## src/sv/enms_pkg.sv

```systemverilog
// Shared types, constants and the angle quantizer for the edge non-maximum
// suppression block. This package has no dependencies; the top level, front,
// window and bench import it; the line store does not.
package enms_pkg;

  // Fixed field widths.
  localparam int CFG_W      = 11;
  localparam int ROW_W      = 10;
  localparam int COORD_W    = 10;
  localparam int FIELD_W    = 16;
  localparam int IN_DATA_W  = 32;
  localparam int OUT_DATA_W = 40;
  localparam int MAX_HEIGHT = 1024;

  // Configuration register indexes.
  localparam logic CFG_IDX_WIDTH  = 1'b0;
  localparam logic CFG_IDX_HEIGHT = 1'b1;

  // Gradient directions after folding into [0, pi).
  typedef enum logic [1:0] {
    DIR_HORZ      = 2'd0,  // left and right
    DIR_DIAG_UP   = 2'd1,  // lower-left and upper-right
    DIR_VERT      = 2'd2,  // above and below
    DIR_DIAG_DOWN = 2'd3   // upper-left and lower-right
  } dir_t;

  // Sector boundaries at odd multiples of pi/8 in Q2.13.
  localparam logic signed [15:0] ANG_P1 = 16'sd3216;
  localparam logic signed [15:0] ANG_P3 = 16'sd9650;
  localparam logic signed [15:0] ANG_P5 = 16'sd16084;
  localparam logic signed [15:0] ANG_P7 = 16'sd22518;
  localparam logic signed [15:0] ANG_N7 = -16'sd22519;
  localparam logic signed [15:0] ANG_N5 = -16'sd16085;
  localparam logic signed [15:0] ANG_N3 = -16'sd9651;
  localparam logic signed [15:0] ANG_N1 = -16'sd3217;

  // Control that travels with a pixel from the address stage to the window.
  typedef struct packed {
    logic               emit;
    logic               last;
    logic [COORD_W-1:0] row;
    logic [COORD_W-1:0] col;
  } pix_ctl_t;

  // Negative angles fold by pi, so both halves map onto the same four sectors.
  function automatic dir_t quantize(input logic signed [15:0] a);
    dir_t d;
    if (!a[15]) begin
      if (a <= ANG_P1)      d = DIR_HORZ;
      else if (a <= ANG_P3) d = DIR_DIAG_UP;
      else if (a <= ANG_P5) d = DIR_VERT;
      else if (a <= ANG_P7) d = DIR_DIAG_DOWN;
      else                  d = DIR_HORZ;
    end else begin
      if (a <= ANG_N7)      d = DIR_HORZ;
      else if (a <= ANG_N5) d = DIR_DIAG_UP;
      else if (a <= ANG_N3) d = DIR_VERT;
      else if (a <= ANG_N1) d = DIR_DIAG_DOWN;
      else                  d = DIR_HORZ;
    end
    return d;
  endfunction

endpackage

```

## src/sv/enms_front.sv

```systemverilog
// Address stage: frame geometry registers, raster position counters, angle
// quantizer and the pipeline register that waits for the line store data.
// Depends on enms_pkg.
module enms_front #(
  parameter int MAX_WIDTH = 1024,
  parameter int MAG_W     = 16,
  parameter int COL_W     = 10
) (
  input  logic                      clk,
  input  logic                      rst_n,
  input  logic                      cfg_we,
  input  logic                      cfg_idx,
  input  logic [enms_pkg::CFG_W-1:0] cfg_data,
  input  logic                      in_valid,
  output logic                      in_ready,
  input  logic [MAG_W-1:0]          in_mag,
  input  logic signed [15:0]        in_angle,
  input  logic                      in_frame_start,
  input  logic                      s1_go,
  output logic                      rd_en,
  output logic [COL_W-1:0]          rd_addr,
  output logic                      s1_valid,
  output logic [COL_W-1:0]          s1_col,
  output logic [MAG_W-1:0]          s1_mag,
  output enms_pkg::dir_t            s1_dir,
  output enms_pkg::pix_ctl_t        s1_ctl
);

  import enms_pkg::*;

  localparam int CW    = COL_W + 1;
  localparam int W_RST = (MAX_WIDTH < 1024) ? MAX_WIDTH : 1024;

  logic [CW-1:0]    width_r, width_nxt;
  logic [CFG_W-1:0] height_r, height_nxt;
  logic [COL_W-1:0] col_r, col_nxt;
  logic [ROW_W-1:0] row_r, row_nxt;

  logic             s1_v_r, s1_v_nxt;
  logic [COL_W-1:0] s1_col_r;
  logic [MAG_W-1:0] s1_mag_r;
  dir_t             s1_dir_r;
  pix_ctl_t         s1_ctl_r;

  logic             accept;
  logic [COL_W-1:0] col_a, cur_col, col_m1;
  logic [CFG_W-1:0] row_a;
  logic [ROW_W-1:0] cur_row;
  logic [CW-1:0]    col_inc;
  logic [CFG_W-1:0] row_inc;
  pix_ctl_t         ctl;

  assign in_ready = !s1_v_r || s1_go;
  assign accept   = in_valid && in_ready;

  // Geometry is clamped when written so the counters see legal bounds only.
  always_comb begin
    width_nxt  = width_r;
    height_nxt = height_r;
    if (cfg_we) begin
      unique case (cfg_idx)
        CFG_IDX_WIDTH: begin
          if (cfg_data < CFG_W'(3))                width_nxt = CW'(3);
          else if (32'(cfg_data) > 32'(MAX_WIDTH)) width_nxt = CW'(MAX_WIDTH);
          else                                     width_nxt = CW'(cfg_data);
        end
        CFG_IDX_HEIGHT: begin
          if (cfg_data < CFG_W'(3))                 height_nxt = CFG_W'(3);
          else if (cfg_data > CFG_W'(MAX_HEIGHT))   height_nxt = CFG_W'(MAX_HEIGHT);
          else                                      height_nxt = cfg_data;
        end
        default: ;
      endcase
    end
  end

  // Position of the arriving pixel, then the position of the one after it.
  always_comb begin
    col_a = col_r;
    row_a = CFG_W'(row_r);
    if (CW'(col_r) >= width_r) begin
      col_a = '0;
      row_a = CFG_W'(row_r) + CFG_W'(1);
    end
    if (row_a >= height_r) row_a = '0;
    if (in_frame_start) begin
      col_a = '0;
      row_a = '0;
    end
    cur_col = col_a;
    cur_row = row_a[ROW_W-1:0];

    col_inc = CW'(cur_col) + CW'(1);
    row_inc = CFG_W'(cur_row) + CFG_W'(1);
    if (col_inc >= width_r) begin
      col_nxt = '0;
      row_nxt = (row_inc >= height_r) ? '0 : row_inc[ROW_W-1:0];
    end else begin
      col_nxt = col_inc[COL_W-1:0];
      row_nxt = cur_row;
    end

    col_m1   = cur_col - COL_W'(1);
    ctl.emit = (cur_row >= ROW_W'(2)) && (cur_col >= COL_W'(2));
    ctl.last = (CFG_W'(cur_row) == height_r - CFG_W'(1)) &&
               (CW'(cur_col) == width_r - CW'(1));
    ctl.row  = cur_row - ROW_W'(1);
    ctl.col  = COORD_W'(col_m1);
  end

  always_comb begin
    s1_v_nxt = s1_v_r;
    if (accept)     s1_v_nxt = 1'b1;
    else if (s1_go) s1_v_nxt = 1'b0;
  end

  always_ff @(posedge clk) begin
    if (!rst_n) begin
      width_r  <= CW'(W_RST);
      height_r <= CFG_W'(MAX_HEIGHT);
      col_r    <= '0;
      row_r    <= '0;
      s1_v_r   <= 1'b0;
    end else begin
      width_r  <= width_nxt;
      height_r <= height_nxt;
      s1_v_r   <= s1_v_nxt;
      if (accept) begin
        col_r <= col_nxt;
        row_r <= row_nxt;
      end
    end
  end

  always_ff @(posedge clk) begin
    if (accept) begin
      s1_col_r <= cur_col;
      s1_mag_r <= in_mag;
      s1_dir_r <= quantize(in_angle);
      s1_ctl_r <= ctl;
    end
  end

  assign rd_en    = accept;
  assign rd_addr  = cur_col;
  assign s1_valid = s1_v_r;
  assign s1_col   = s1_col_r;
  assign s1_mag   = s1_mag_r;
  assign s1_dir   = s1_dir_r;
  assign s1_ctl   = s1_ctl_r;

endmodule

```

## config.mk

```make
export PLATFORM = sky130hd
export DESIGN_NAME = enms_front
export DESIGN_NICKNAME = d
export VERILOG_FILES = /design/src/sv/enms_pkg.sv /design/src/sv/enms_front.sv
export SDC_FILE = /design/constraint.sdc
export NUM_CORES = 1
export LEC_CHECK = 0
export CAP_MARGIN = 30
export CORE_AREA = 2 2 114 116
export CTS_CLUSTER_DIAMETER = 40
export DETAILED_ROUTE_END_ITERATION = 6
export DIE_AREA = 0 0 116 118
export DONT_BUFFER_PORTS = 1
export PLACE_DENSITY_LB_ADDON = 0.12
export SLEW_MARGIN = 40
export SYNTH_ARGS = -nofsm -noshare
export SYNTH_HDL_FRONTEND = slang
export SYNTH_SLANG_ARGS = --single-unit
```

## constraint.sdc

```tcl
create_clock -name clk -period 5.95 [get_ports clk]
set_input_delay 0 -clock clk [delete_from_list [all_inputs] [get_ports clk]]
set_output_delay 0 -clock clk [all_outputs]
set_load 0.005 [all_outputs]
```

* Word level (Yosys, flattened, before mapping)
Index checks and enable logic that the tools add are counted.
Cells by class: reduce and logical (&&, ||, !) cells 8, bitwise operators 1, muxes and demuxes 23, $add $sub $neg 7, order comparisons 17, equal/unequal tests 2
Operators with widths (count):
- $mux 10 | 7
- $le 16x15->1 const B | 4
- $mux 11 | 5
- $add 10x1->11 const B | 3
- $ge 11x11->1 | 3
- $le 16x13->1 const B | 2
- $le 16x16->1 const B | 2
- $eq 10x11->1 | 2
- $gt 11x11->1 const B | 2
- $sub 11x1->11 const B | 2
- $ge 10x2->1 const B | 2
- $sub 10x1->10 const B | 2
- $mux 2 | 9
- $ge 10x11->1 | 1
- $lt 11x2->1 const B | 1
- $reduce_and 2->1 | 2
- $logic_and 1x1->1 | 3
- $mux 1 | 2
- $reduce_bool 2->1 | 1
- $logic_not 1->1 | 1
- $logic_or 1x1->1 | 1
- $not 1->1 | 1
Storage, ports and cells: output and inout port bits 63, input port bits 50, logic and storage cells 70, register bits 93

* Longest topological paths before layout
word-level depth 9, gate-level depth with buffers 31, mapped depth without buffers 28

* Worst setup path after synthesis
Ideal clock, no wire load.
path kind register to register, start point register width_r[2], end point register row_r[6], path slack -0.200 ns, cell stages (with the launch flop) 31, required time 5.872 ns, period minus slack after synthesis 6.150 ns, buffers on the path 3, arrival time 6.072 ns, setup time 0.078 ns, path through dfxtp_1 -> clkbuf_1 -> inv_1 -> ha_1 -> nand2_1 -> o21ai_1 -> a31oi_4 -> a2111oi_0 -> xnor2_1 -> inv_1 -> ha_1 -> o21ai_0 -> o21ai_1 -> a31oi_2 -> and2_1 -> buf_2 -> clkbuf_1 -> nand2_1 -> inv_1 -> ha_1 -> inv_1 -> nor3_2 -> nand3_4 -> xor2_1 -> ha_1 -> a2111oi_0 -> o21ai_0 -> o21ai_0 -> o21ai_0 -> or4b_1 -> a31oi_1
Between the ends: longest elaborated chain between the ends 9, elaborated cells between the ends (all ways) 13, those cells by class 2 x add/sub; 4 x order compare; 7 x mux
RTL lines:
- start, declared | line enms_front.sv:34 | logic [CW-1:0] width_r, width_nxt;
- start signal, assigned | line enms_front.sv:119 | width_r <= CW'(W_RST);
- start signal, assigned | line enms_front.sv:125 | width_r <= width_nxt;
- $ge 10x11->1 | line enms_front.sv:81 | if (CW'(col_r) >= width_r) begin
- $mux 11 | line enms_front.sv:81
- $ge 11x11->1 | line enms_front.sv:85 | if (row_a >= height_r) row_a = '0;
- $mux 10 | line enms_front.sv:85
- $mux 10 | line enms_front.sv:86 | if (in_frame_start) begin
- $add 10x1->11 | line enms_front.sv:94 | row_inc = CFG_W'(cur_row) + CFG_W'(1);
- $ge 11x11->1 | line enms_front.sv:97 | row_nxt = (row_inc >= height_r) ? '0 : row_inc[ROW_W-1:0];
- $mux 10 | line enms_front.sv:97
- $mux 10 (*) | line enms_front.sv:95 | if (col_inc >= width_r) begin
- end signal, assigned | line enms_front.sv:130 | row_r <= row_nxt;
- end, declared | line enms_front.sv:37 | logic [ROW_W-1:0] row_r, row_nxt;
Mark *: on every way between the ends. The rest lies on a longest branch, timed or not. A chain may end at the register's enable or synchronous reset.

* Worst setup path in the final report
start point register width_r[6], end point register row_r[6]
The elaborated chain is that of the path after synthesis.

==> flow_metrics.env <==
export IMPL_status="finished with violations"
export IMPL_violations="negative hold slack"
export IMPL_cts_buffers=9
export IMPL_rows=41
export IMPL_grt_overflow=0
export IMPL_post_route_util_pct=65.45
export IMPL_syn_area_mm2=0.006725
export IMPL_h_tree_depth=3
export IMPL_slew_headroom_pct=51.66
export IMPL_nets=966
export IMPL_die_area_mm2=0.01369
export IMPL_layout_cells_non_filler=1040
export IMPL_wl_um=19760
export IMPL_avgSynthCellArea_um2=8.678
export IMPL_clk_pin_slew_worst_paths_ns=0.07
export IMPL_crit_slowest_cell="or4b_1"
export IMPL_ys_types=83
export IMPL_cp_data_arrival_time_ns=5.74
export IMPL_ys_top_cells_by_count="nand2_1, nor2_1, a21oi_1, ha_1, edfxtp_1"
export IMPL_core_area_mm2=0.01241
export IMPL_yosys_warnings=0
export IMPL_viasPerCell=5.986
export IMPL_power_leakage_nw=3.150
export IMPL_antenna_found_initial=0
export IMPL_synth_ff_latch_count=93
export IMPL_min_period_ns=5.464
export IMPL_power_mw=1.649
export IMPL_required_ns=6.23
export IMPL_dp_hpwl_um=14640
export IMPL_synthCells=775
export IMPL_p_switching_mw=0.4576
export IMPL_holdCritPathClass="in -> reg"
export IMPL_fin_skew_ns=0.01232
export IMPL_synth_most_common_cell="nand2_1"
export IMPL_synth_area_leader_cell="edfxtp_1"
export IMPL_area_delta_synth_final_pct=20.82
export IMPL_synth_top_flop_cell="edfxtp_1"
export IMPL_max_stage_delay_ns=0.47
export IMPL_fmax_mhz=183.0
export IMPL_p_clk_share_pct=33.8
export IMPL_cp_start_kind="flop"
export IMPL_drc=0
export IMPL_seq_power_share_pct=44.8
export IMPL_crit_path_end_kind="flop"
export IMPL_swShare_pct=27.74
export IMPL_fin_crit_sh_pct=91.83
export IMPL_setup_ws_ns=0.4860
export IMPL_start_util_pct=54.17
export IMPL_finalInstanceArea_mm2=0.008125
export IMPL_port_buffers=0
export IMPL_maxCapViolCount=0
export IMPL_pre_cts_ws_ns=-0.05203
export IMPL_clockBufferDepth=2
export IMPL_drt_iter0_markers=434
export IMPL_first_global_vias=5874
export IMPL_die_h_um=118
export IMPL_fillCellCount=1093
export IMPL_drive_gt1_share_pct=16.01
export IMPL_vias=6225
export IMPL_antenna_left=0
export IMPL_worstPathMaxFanout=6
export IMPL_combPwrFrac_pct=21.4
export IMPL_hold_viol_final=1
export IMPL_syn_nets=878
export IMPL_synth_edf_count=50
export IMPL_worstMarginPinSlew_ns=0.7235
export IMPL_cts_sinks=93
export IMPL_drv_slew=0
export IMPL_dpl_cell_count=981
export IMPL_async_flop_share_pct=0
export IMPL_setup_violations_final=0
export IMPL_wl_per_cell_um=19.00
export IMPL_netlist_top_cells_area="edfxtp_1, dfxtp_1, ha_1"
export IMPL_grt_max_degree=69
export IMPL_die_w_um=116
export IMPL_synthDominantCellAreaShare_pct=22.33
export IMPL_cts_root_buf="clkbuf_16"
export IMPL_whs_ns=-0.0006638
export IMPL_routabilityCongestion=1.033
export IMPL_cts_tree="built"
export IMPL_ys_seq_area_share_pct=35.13
export IMPL_place_area_mm2=0.007330
export IMPL_drt_pre_antenna_iters=5
export IMPL_antenna_cells=0
export IMPL_clock_latency_ns=0.35
export IMPL_p_int_mw=1.192
export IMPL_io_pins=113
export IMPL_p_per_area_mw_per_mm2=203.0
export IMPL_criticalPathCategory="reg -> reg"
export IMPL_grt_pass1_wl_um=30650
export IMPL_grt_use_total_pct=29.02
export IMPL_peakVddDrop_mv=0.1281
export IMPL_setup_tns_final_ns=0
## state kept, by name, indices dropped and copies added, names as in the netlist
signal,flops
width_r,11
s1_valid,1
s1_ctl,22
s1_mag,16
height_r,11
s1_dir,2
col_r,10
s1_col,10
row_r,10
## metal layers
metal  track usage, %  share of wire, %  vias up
li1                 -                 -     2981
met4            9.747               2.1        0
met5                0                 0        -
met1            40.82                45     2907
met2            43.38                44      304
met3            7.158               9.2       33
## final cells by class
| class | count | area [µm²] | area share (%) |
|---|---|---|---|
| multi-input combinational | 599 | 4124 | 50.75 |
| sequential | 93 | 2364 | 29.09 |
| timing repair buffer | 115 | 967.2 | 11.90 |
| clock buffer | 11 | 232.7 | 2.864 |
| tap | 172 | 215.2 | 2.649 |
| inverter | 45 | 170.2 | 2.094 |
| clock inverter | 5 | 52.55 | 0.6468 |
## power groups by stage
stage / clock network (mW) / logic, mW / registers, mW
after detailed placement: 0 / 0.312 / 0.753
after global routing: 0.604 / 0.385 / 0.744
final: 0.558 / 0.352 / 0.739
after CTS: 0.570 / 0.340 / 0.739
after global placement: 0 / 0.305 / 0.753
after floorplan: 0 / 0.226 / 0.747
## cells by family (layout without fill, tap and decap cells)
logic type      after synthesis  count (layout)  synth area share [%]
fa+ha+maj                    53              53                 9.861
xor+xnor                     60              60                 8.149
mux                           5               5                0.8743
compound gates              181             181                 17.86
simple gates                300             300                 23.18
buf+inv                      83             176                 4.949
flops                        93              93                 35.13
## critical path: cells and delay by family, from the launching register on
| family | cells | cell delay, ns |
|---|---|---|
| AOI/OAI and AO/OA | 12 | 1.69 |
| adders and majority gates | 3 | 0.83 |
| buffers and inverters | 4 | 0.53 |
| DFF | 1 | 0.34 |
| xor gates and xnor gates | 1 | 0.26 |
| and+or+nand+nor | 7 | 1.71 |
## cell usage in the layout (no fill, tap or decap), types with 31 or more instances in the layout
master         Yosys  final
nand2_1           79     78
buf_4              0     74
nor2_1            66     64
a21oi_1           58     58
ha_1              53     52
edfxtp_1          50     50
xnor2_1           47     46
dfxtp_1           43     42
inv_1             41     41
dlygate4sd3_1      0     40
o21ai_0           33     31
nand3_1           31     31
## final timing paths
check	from	to	slack (ns)	depth (start not counted)
hold / removal	cfg_data[6]	height_r[6]$_SDFFE_PN0P_	-0.0007	3
setup reg to reg	width_r[6]$_SDFFE_PN0P_	row_r[6]$_SDFFE_PN0P_	0.49	27
setup / recovery	width_r[6]$_SDFFE_PN0P_	row_r[6]$_SDFFE_PN0P_	0.49	27
hold reg to reg	width_r[8]$_SDFFE_PN0P_	width_r[8]$_SDFFE_PN0P_	0.47	2
## timing repair
action	in CTS	in global routing
pin swaps	1	4
endpoints found under the hold margin	49	0
resized for setup	2	18
buffers inserted	1	2
hold buffers	40	0
endpoints found under the setup margin	2	10
Note: power is estimated with default switching activity, not from simulation.
