<file path="src/sv/enms_pkg.sv">
// Shared types, constants and the angle quantizer for the edge non-maximum
// suppression block. This package has no dependencies; the top level, front,
// window and bench import it; the line store does not.
package enms_pkg;

  // Fixed field widths.
  localparam int CFG_W      = 11;
  localparam int ROW_W      = 10;
  localparam int COORD_W    = 10;
  localparam int FIELD_W    = 16;
  localparam int IN_DATA_W  = 32;
  localparam int OUT_DATA_W = 40;
  localparam int MAX_HEIGHT = 1024;

  // Configuration register indexes.
  localparam logic CFG_IDX_WIDTH  = 1'b0;
  localparam logic CFG_IDX_HEIGHT = 1'b1;

  // Gradient directions after folding into [0, pi).
  typedef enum logic [1:0] {
    DIR_HORZ      = 2'd0,  // left and right
    DIR_DIAG_UP   = 2'd1,  // lower-left and upper-right
    DIR_VERT      = 2'd2,  // above and below
    DIR_DIAG_DOWN = 2'd3   // upper-left and lower-right
  } dir_t;

  // Sector boundaries at odd multiples of pi/8 in Q2.13.
  localparam logic signed [15:0] ANG_P1 = 16'sd3216;
  localparam logic signed [15:0] ANG_P3 = 16'sd9650;
  localparam logic signed [15:0] ANG_P5 = 16'sd16084;
  localparam logic signed [15:0] ANG_P7 = 16'sd22518;
  localparam logic signed [15:0] ANG_N7 = -16'sd22519;
  localparam logic signed [15:0] ANG_N5 = -16'sd16085;
  localparam logic signed [15:0] ANG_N3 = -16'sd9651;
  localparam logic signed [15:0] ANG_N1 = -16'sd3217;

  // Control that travels with a pixel from the address stage to the window.
  typedef struct packed {
    logic               emit;
    logic               last;
    logic [COORD_W-1:0] row;
    logic [COORD_W-1:0] col;
  } pix_ctl_t;

  // Negative angles fold by pi, so both halves map onto the same four sectors.
  function automatic dir_t quantize(input logic signed [15:0] a);
    dir_t d;
    if (!a[15]) begin
      if (a <= ANG_P1)      d = DIR_HORZ;
      else if (a <= ANG_P3) d = DIR_DIAG_UP;
      else if (a <= ANG_P5) d = DIR_VERT;
      else if (a <= ANG_P7) d = DIR_DIAG_DOWN;
      else                  d = DIR_HORZ;
    end else begin
      if (a <= ANG_N7)      d = DIR_HORZ;
      else if (a <= ANG_N5) d = DIR_DIAG_UP;
      else if (a <= ANG_N3) d = DIR_VERT;
      else if (a <= ANG_N1) d = DIR_DIAG_DOWN;
      else                  d = DIR_HORZ;
    end
    return d;
  endfunction

endpackage

</file>
<file path="src/sv/enms_window.sv">
// 3x3 magnitude window, direction history, the neighbor comparison and the
// output register. Depends on enms_pkg.
module enms_window #(
  parameter int MAG_W = 16
) (
  input  logic                           clk,
  input  logic                           rst_n,
  input  logic                           s1_valid,
  input  enms_pkg::pix_ctl_t             s1_ctl,
  input  logic [MAG_W-1:0]               s1_mag,
  input  logic [MAG_W-1:0]               upper_rd,
  input  logic [MAG_W-1:0]               middle_rd,
  input  enms_pkg::dir_t                 dir_rd,
  output logic                           s1_go,
  output logic                           out_valid,
  input  logic                           out_ready,
  output logic [enms_pkg::OUT_DATA_W-1:0] out_data,
  output logic                           out_last
);

  import enms_pkg::*;

  logic [MAG_W-1:0] win_r [3][3];
  logic [MAG_W-1:0] win_nxt [3][3];
  dir_t             cdir_r [2];
  dir_t             cdir_nxt [2];

  logic             out_v_r, out_v_nxt;
  logic [FIELD_W-1:0] sup_r, sup_nxt;
  logic [COORD_W-1:0] orow_r, ocol_r;
  logic             olast_r;

  logic [MAG_W-1:0] center, nb_a, nb_b;
  logic             keep;

  // A pixel that yields no result never waits on the output register.
  assign s1_go = s1_valid && (!s1_ctl.emit || !out_v_r || out_ready);

  always_comb begin
    for (int k = 0; k < 3; k++) begin
      win_nxt[k][0] = win_r[k][1];
      win_nxt[k][1] = win_r[k][2];
    end
    win_nxt[0][2] = upper_rd;
    win_nxt[1][2] = middle_rd;
    win_nxt[2][2] = s1_mag;
    cdir_nxt[0]   = dir_rd;
    cdir_nxt[1]   = cdir_r[0];

    center = win_nxt[1][1];
    unique case (cdir_nxt[1])
      DIR_HORZ:      begin nb_a = win_nxt[1][2]; nb_b = win_nxt[1][0]; end
      DIR_DIAG_UP:   begin nb_a = win_nxt[2][0]; nb_b = win_nxt[0][2]; end
      DIR_VERT:      begin nb_a = win_nxt[2][1]; nb_b = win_nxt[0][1]; end
      DIR_DIAG_DOWN: begin nb_a = win_nxt[0][0]; nb_b = win_nxt[2][2]; end
      default:       begin nb_a = win_nxt[1][2]; nb_b = win_nxt[1][0]; end
    endcase
    keep    = (center >= nb_a) && (center >= nb_b);
    sup_nxt = keep ? FIELD_W'(center) : '0;
  end

  always_comb begin
    out_v_nxt = out_v_r;
    if (s1_go && s1_ctl.emit) out_v_nxt = 1'b1;
    else if (out_ready)       out_v_nxt = 1'b0;
  end

  always_ff @(posedge clk) begin
    if (!rst_n) begin
      out_v_r <= 1'b0;
      for (int k = 0; k < 3; k++) begin
        for (int j = 0; j < 3; j++) begin
          win_r[k][j] <= '0;
        end
      end
      cdir_r[0] <= DIR_HORZ;
      cdir_r[1] <= DIR_HORZ;
    end else begin
      out_v_r <= out_v_nxt;
      if (s1_go) begin
        win_r  <= win_nxt;
        cdir_r <= cdir_nxt;
      end
    end
  end

  always_ff @(posedge clk) begin
    if (s1_go && s1_ctl.emit) begin
      sup_r   <= sup_nxt;
      orow_r  <= s1_ctl.row;
      ocol_r  <= s1_ctl.col;
      olast_r <= s1_ctl.last;
    end
  end

  assign out_valid = out_v_r;
  assign out_data  = {4'b0000, ocol_r, orow_r, sup_r};
  assign out_last  = olast_r;

endmodule

</file>
<file path="config.mk">
export PLATFORM = sky130hd
export DESIGN_NAME = enms_window
export DESIGN_NICKNAME = d
export VERILOG_FILES = /design/src/sv/enms_pkg.sv /design/src/sv/enms_window.sv
export SDC_FILE = /design/constraint.sdc
export NUM_CORES = 1
export LEC_CHECK = 0
export BUFFER_PORTS_ARGS = -buffer_cell sky130_fd_sc_hd__buf_2
export CAP_MARGIN = 20
export CORE_UTILIZATION = 55
export DETAILED_ROUTE_END_ITERATION = 8
export PLACE_DENSITY_LB_ADDON = 0.12
export REMOVE_ABC_BUFFERS = 1
export SLEW_MARGIN = 10
export SYNTH_ARGS = -nofsm -noshare
export SYNTH_HDL_FRONTEND = slang
export SYNTH_SLANG_ARGS = --single-unit
</file>
<file path="constraint.sdc">
create_clock -name clk -period 3.3 [get_ports clk]
set_input_delay 0.66 -clock clk [delete_from_list [all_inputs] [get_ports clk]]
set_output_delay 0.66 -clock clk [all_outputs]
set_load 0.01 [all_outputs]
</file>
# Yosys cells after proc, flatten, opt, wreduce, memory -nomap -nowiden
# Cells that the tools add are included.
# totals
reg_bits	136
out_inout_bits	43
elab_cells	30
in_bits	76
# op_classes
n_lt_le_gt_ge	2
reduce_logical	9
eq_ne	3
n_mux	4
# op_table
op	count
16-bit one-hot mux with 4 select lines	2
16-bit greater-or-equal comparator	2
2-bit == test (second input constant)	2
1-bit logical AND	3
2-bit by 1-bit == test with 1-bit output (second input constant)	1
1-bit logical NOT	2
2-bit logical NOT	1
1-bit logical OR	2
1-bit two-way mux	2
2-bit nonzero test	1

# Logic depth before layout (Yosys ltp)
# Gate-level depths: netlist of run 1.
# logic_depth
word_depth	6
ltp_mapped	12
depth_no_buf	8

# Worst setup path before layout of run 1
# OpenSTA, ideal clock, no wires.
# synth_timing
path_kind	flip-flop to flip-flop
startpoint	register cdir_r, in the netlist cdir_nxt[1]
endpoint	register sup_r[0], data pin
stages_incl_launch_ff	12
setup_slack_ns	0.438
setup_ns	0.255
path_buffers	4
t_required_ns	3.045
synth_period_minus_slack_ns	2.862
t_arrival_ns	2.607
cell_sequence	dfxtp_1 > buf_2 > buf_2 > buf_2 > mux4_2 > ha_1 > nand2b_4 > a2111oi_4 > o32ai_1 > o22a_2 > buf_6 > and2_1
# synth_via
elab_chain_len	4
word_cells_on_any_way	9
classes_between	order compare (2); eq/ne (3); mux (2); reduce/logical (2)
# synth_lines
item	line_no	rtl
start: declaration	enms_window.sv:25	dir_t cdir_r [2];
start signal: assignment	enms_window.sv:82	cdir_r <= cdir_nxt;
2-bit == test, or another cell as far along	enms_window.sv:51	unique case (cdir_nxt[1])
16-bit one-hot mux with 4 select lines	enms_window.sv:51	
16-bit greater-or-equal comparator	enms_window.sv:58	keep = (center >= nb_a) && (center >= nb_b);
1-bit logical AND (*)	enms_window.sv:58	
end signal: assignment	enms_window.sv:89	sup_r <= sup_nxt;
end: declaration	enms_window.sv:29	logic [FIELD_W-1:0] sup_r, sup_nxt;
# Mark *: on every way between the ends. The rest lies on a longest branch, timed or not.
# A chain may end at the register's enable or synchronous reset.

# Worst setup path in the final report of run 1
# layout_timing
startpoint	register cdir_r, in the netlist cdir_nxt[1]
endpoint	register sup_r[2], data pin
# Same word-level chain as after synthesis.

==> results of run 1 <==
[per-stage QoR]
stage,instances,power (uW)
floorplan,596,2170
global placement,862,2340
detailed placement,862,2360
CTS,894,4150
global route,894,4280
finish,894,4110
[synth_stat cells]
cell / instances
mux4_2: 32
o221ai_1: 2
o32ai_1: 2
inv_2: 1
clkbuf_1: 25
buf_2: 13
buf_4: 5
and3_1: 1
a21oi_1: 12
nand2_1: 204
nand4_1: 6
or2_2: 2
inv_1: 33
a2111oi_2: 1
a2111oi_4: 1
nor2b_1: 1
o21ai_1: 2
nand2b_1: 1
ha_1: 32
nand2b_4: 1
and2_1: 16
buf_6: 1
o22a_2: 1
a21boi_0: 97
o21a_1: 5
dfxtp_1: 99
a211o_1: 2
edfxtp_1: 37
a21boi_1: 1
conb_1: 1
[critical path, stage by stage, from the launching register on]
cell and delay [ps]:
dfxtp_2 340, buf_4 300, mux4_2 550, inv_1 70, ha_1 140, nand4_1 220
a211o_1 280, o32ai_1 270, o22a_2 360, and2_1 180
[registers in the layout, summed over array words and instances (netlist names)]
signal	count
win_nxt	80
center	16
sup_r	16
ocol_r	10
orow_r	10
cdir_nxt	2
out_last	1
out_valid	1
[power by group]
group	switching [uW]	total, uW	internal, uW
logic	258	479	221
registers	46.9	1840	1790
clock network	647	1790	1150
total	952	4110	3160
[metal layers]
layer / vias to the layer above / share of wire, %
met5: - / 0
met4: 0 / 1.8
met3: 18 / 5.1
met2: 135 / 48
met1: 2232 / 45
li1: 2377 / -
[area by class of cell]
cell class / instances / share of cell area, %
Clock inverter: 1 / 0.0652
Sequential cell: 136 / 40.3
Timing Repair Buffer: 123 / 8.64
Inverter: 34 / 1.66
Clock buffer: 31 / 7.42
Multi-Input combinational cell: 426 / 39.6
Tap cell: 143 / 2.33
[cells by family after synthesis]
family,Yosys count,share of synthesized area [%]
and+or+nand+nor,232,14.7
DFF,136,48.0
AOI/OAI and AO/OA,126,14.7
buffers and inverters,78,5.20
muxes,32,11.2
adders and majority gates,32,6.21
other,1,0.0581
[path summary, 6_finish.rpt]
kind	startpoint	endpoint	slack, ps	depth (start not counted)
max	cdir_nxt[1]	sup_r[2]	440	9
min	s1_ctl[12]	orow_r[2]	420	1
max reg2reg	cdir_nxt[1]	sup_r[2]	440	9
min reg2reg	win_nxt[128]	win_nxt[128]	460	2
==> summary.md, run 1 <==
| Metric | Value |
|---|---|
| Core Util, Final | `about two thirds` |
| Multi-input logic area | `~0.0030 mm^2` |
| Die Ht | `110 um` |
| Routed Antenna Nets | `0` |
| Sequential share of the synthesized area | `48.0%` |
| Gr busiest metal | `met2` |
| CTS hold repair buffers | `0` |
| Total wire length | `~13000 um` |
| Most frequent cells in the layout | `203 x nand2_1, 114 x buf_2, 97 x a21boi_0, 97 x dfxtp_1, 37 x edfxtp_1` |
| Cell Area, Placed | `0.00710 mm^2` |
| Data required, critical path | `3580 ps` |
| Number of buffers created by CTS | `17` |
| Setup violators final | `0` |
| Resized cells post-CTS | `0` |
| Max cap viols | `0` |
| Post-Place Setup Slack | `between 200 and 300 ps` |
| Vias in the first global route | `4619` |
| GPL Wtd Cong | `0.784` |
| Min cycle time layout | `2860 ps` |
| Worst Hold Slack | `between 400 and 500 ps` |
| Met3 usage | `about 5.3%` |
| Final period util | `86.7%` |
| Slew HR | `33.0%` |
| Final Slew Violations | `0` |
| Cells after Synth | `637` |
| CTS tree | `done` |
| Reg area | `0.00310 mm^2` |
| Die W | `110 um` |
| Slew @ Worst Pin | `1000 ps` |
| Layout cell share with drive strength beyond 1 | `25.6%` |
| M1 GR Usage | `29.2%` |
| Fill cells | `between 900 and 1000` |
| Root buffer cell | `clkbuf_16` |
| Core outline area | `about 0.011 mm^2` |
| First DRT Iteration DRCs | `roughly 220` |
| Initial antenna violation count | `0` |
| Distinct cell type count after synthesis | `30` |
| Crit. End Element | `flop` |
| Clock transition at path regs | `about 50 ps` |
| Die area | `0.0122 mm^2` |
| Synthesis-to-layout area growth | `19.0%` |
| Leakage dissipation | `0.00304 uW` |
| Synthesized area | `around 0.0064 mm^2` |
| Critical path fanouts, max | `17` |
| DR WL/cell | `15.1 um` |
| RSZ-0062 raised after global routing | `no` |
| Tot GR Track Use | `23.6%` |
| Final worst slack | `438 ps` |
| FMAX | `0.349 GHz` |
| Avg Vias per Cell | `5.33` |
| Synth Area per Inst | `10.1 um^2` |
| Cell row count | `39` |
| Startpoint Class | `flop` |
| Drt drc | `0` |
| GR met2 Demand/Resource | `just under 40%` |
| Peak supply drop | `365 uV` |
| Layout net count | `roughly 850` |
| CTS max path bufs | `2` |
| Crit path DAT | `roughly 3100 ps` |
| Yosys reg bits | `136` |
| Crit path kind | `flop to flop` |
| GR Overflow Total | `0` |
| # IOs | `119` |
| Yosys warnings | `0` |
| Hold Crit Class | `input port to flop` |
| Hold Violations, Final | `0` |
| Final setup skew | `around 6.3 ps` |
| Vias after detailed routing | `4762` |
| Most common cell after layout, fill and taps aside | `nand2_1` |
| Share of the synthesized area in the top cell type | `between 30% and 40%` |
| CTS sink cnt | `136` |
| Drt pass-1 iters | `4` |
| Largest area contributor in the netlist | `dfxtp_1` |
| Diode count | `0` |
| DP HPWL | `9190 um` |
| Outcome | `finished, final reports clean` |
| Post-CTS setup buffers | `0` |
| Clock Latency Late Sink | `410 ps` |
| H-tree depth | `4` |
| Setup TNS | `0 ps` |
| Power density over cell area | `536 mW/mm^2` |
| Largest net degree at the start of global routing | `99` |
| Post-Layout Inst Area | `0.00768 mm^2` |
| Initial Utilization | `56.5%` |
| First-pass GRT wire length | `roughly 22000 um` |
| Area contributors post-synth | `dfxtp_1 31%, edfxtp_1 17%, nand2_1 12%` |
| Port buffer count | `around 110` |
No activity file was read; power rests on OpenSTA's default activity.
==> run 2, diff against run 1 <==
Settings changed: PLACE_DENSITY from default to 0.79, PLACE_DENSITY_LB_ADDON 0.12 to default.
==> summary.md, run 2 (synthesis results as in run 1) <==
| Metric | Value |
|---|---|
| Hold Crit Endpoint | `ocol_r[5]` |
| Final Slew Violations | `0` |
| Power density over cell area | `553 mW/mm^2` |
| First-pass GRT wire length | `22300 um` |
| Vias after detailed routing | `4937` |
| Drt drc | `0` |
| CP max stage delay | `510 ps` |
| Total wire length | `14100 um` |
| Final setup skew | `6.87 ps` |
| CP max-delay cell | `dfxtp_2` |
| GPL Wtd Cong | `~0.79` |
| GR Overflow Total | `0` |
| Largest register FFs | `80` |
| Reg power frac | `43.0%` |
| Synthesis-to-layout area growth | `20.1%` |
| Slew HR | `around 33%` |
| # IOs | `119` |
| Hold Violations, Final | `0` |
| Net switching fraction of the power | `23.2%` |
| Final worst slack | `350 ps` |
| Clock Latency Late Sink | `420 ps` |
| Pint | `3290 uW` |
| Max cap viols | `0` |
| Die area | `between 0.01 and 0.015 mm^2` |
| Die W | `between 100 and 150 um` |
| Sw Pwr | `about 990 uW` |
| CP startpoint | `cdir_nxt[0]` |
| Drt pass-1 iters | `5` |
| DP HPWL | `9510 um` |
| Routed Antenna Nets | `0` |
| Crit path DAT | `3120 ps` |
| Most common cell after layout, fill and taps aside | `nand2_1` |
| Logic pwr share | `~12%` |
| Setup violators final | `0` |
| Layout net count | `approximately 850` |
| Tot GR Track Use | `24.4%` |
| Data required, critical path | `approximately 3500 ps` |
| DR WL/cell | `15.8 um` |
| CTS max path bufs | `2` |
| Leakage dissipation | `0.00308 uW` |
| Sum of buffers and inverters on the critical path | `2` |
| CP cell instances | `buf_12 -> mux4_2 -> inv_1 -> ha_1 -> a21oi_1 -> o21a_1 -> o221ai_1 -> o22a_2 -> and2_1` |
| Resized cells post-CTS | `0` |
| Initial antenna violation count | `0` |
| Initial Utilization | `56.5%` |
| Layout cell share with drive strength beyond 1 | `26.2%` |
| Peak supply drop | `318 uV` |
| Most frequent cells in the layout | `203 x nand2_1, 114 x buf_2, 97 x a21boi_0, 97 x dfxtp_1, 37 x edfxtp_1` |
| Clock Power Share | `45.5%` |
| Core Util, Final | `67.8%` |
| Critical path fanouts, max | `16` |
| RSZ-0062 raised after global routing | `no` |
| Min cycle time layout | `approximately 3000 ps` |
| Reg-to-Reg End | `sup_r[0]` |
| Post-CTS setup buffers | `0` |
| Cell Area, Placed | `approximately 0.0071 mm^2` |
| Outcome | `finished, final reports clean` |
| Setup TNS | `0 ps` |
| Die Ht | `110 um` |
| Crit. End Element | `flop` |
| Reg-to-reg startpoint | `cdir_nxt[0]` |
| Hold Crit Start | `s1_ctl[5]` |
| Root buffer cell | `clkbuf_16` |
| Core outline area | `0.0114 mm^2` |
| Avg Vias per Cell | `5.51` |
| Diode count | `0` |
| Cell row count | `39` |
| Clock transition at path regs | `around 60 ps` |
| FMAX | `0.339 GHz` |
| Number of buffers created by CTS | `17` |
| First DRT Iteration DRCs | `315` |
| CTS hold repair buffers | `0` |
| H-tree depth | `4` |
| Largest net degree at the start of global routing | `100` |
| Startpoint Class | `flop` |
| R2R Setup Slk | `350 ps` |
| Vias in the first global route | `~4800` |
| Hold Crit Class | `input port to flop` |
| R2R depth | `9` |
| Delay-heaviest family, CP | `compound AO/OA/AOI/OAI gates` |
| Worst hold path cell count | `1` |
| CTS tree | `done` |
| Post-Place Setup Slack | `295 ps` |
| Crit path kind | `flop to flop` |
| CTS sink cnt | `136` |
| Slew @ Worst Pin | `1010 ps` |
| Port buffer count | `about 110` |
| Post-Layout Inst Area | `between 0.007 and 0.008 mm^2` |
| Final period util | `89.4%` |
-- run 2: changes by cell type in the layout (fill, tap and decap cells not counted), sizes merged --
cell and delta:
inv +1, bufinv +1, buf +2, clkbuf -3
clkinv +1
-- run 2: area by class of cell --
cell class | instances | area [um^2]
clock buffers | 28 | 581
repair buffers | 125 | 678
multi-input cells | 426 | 3040
flip-flops and latches | 136 | 3100
clock inverters | 4 | 46.3
fillers | 855 | 3670
inverters | 34 | 128
well taps | 143 | 179
-- run 2: how the worst max path moves through the flow --
stage / end / cells after the start / slack (ps)
after detailed placement: sup_r[8] / 8 / 290
after CTS: sup_r[9] / 9 / 350
final: sup_r[0] / 9 / 350
after floorplan: s1_go / 4 / -810
after global routing: sup_r[9] / 9 / 230
after global placement: sup_r[3] / 8 / 370
-- run 2: metal layers --
metal	vias up	global-route usage (%)	share of wire [%]
li1	2381	-	-
met1	2350	29.0	43
met2	180	41.6	48
met3	26	6.11	6.5
met4	0	10.6	2.1
met5	-	0	0
-- run 2: power groups by stage --
stage | combinational [uW] | sequential (uW) | clock (uW)
6_report | 492 | 1840 | 1950
5_1_grt | 547 | 1850 | 2040
4_1_cts | 493 | 1840 | 1960
3_5_place_dp | 484 | 1880 | 0
3_3_place_gp | 468 | 1870 | 0
2_1_floorplan | 280 | 1890 | 0
-- run 2: per-stage QoR --
step,total power [uW],hold slack [ps],std cells
floorplan,2170,440,596
global placement,2340,448,864
detailed placement,2360,458,864
CTS,4300,413,896
global route,4440,411,896
finish,4280,418,896
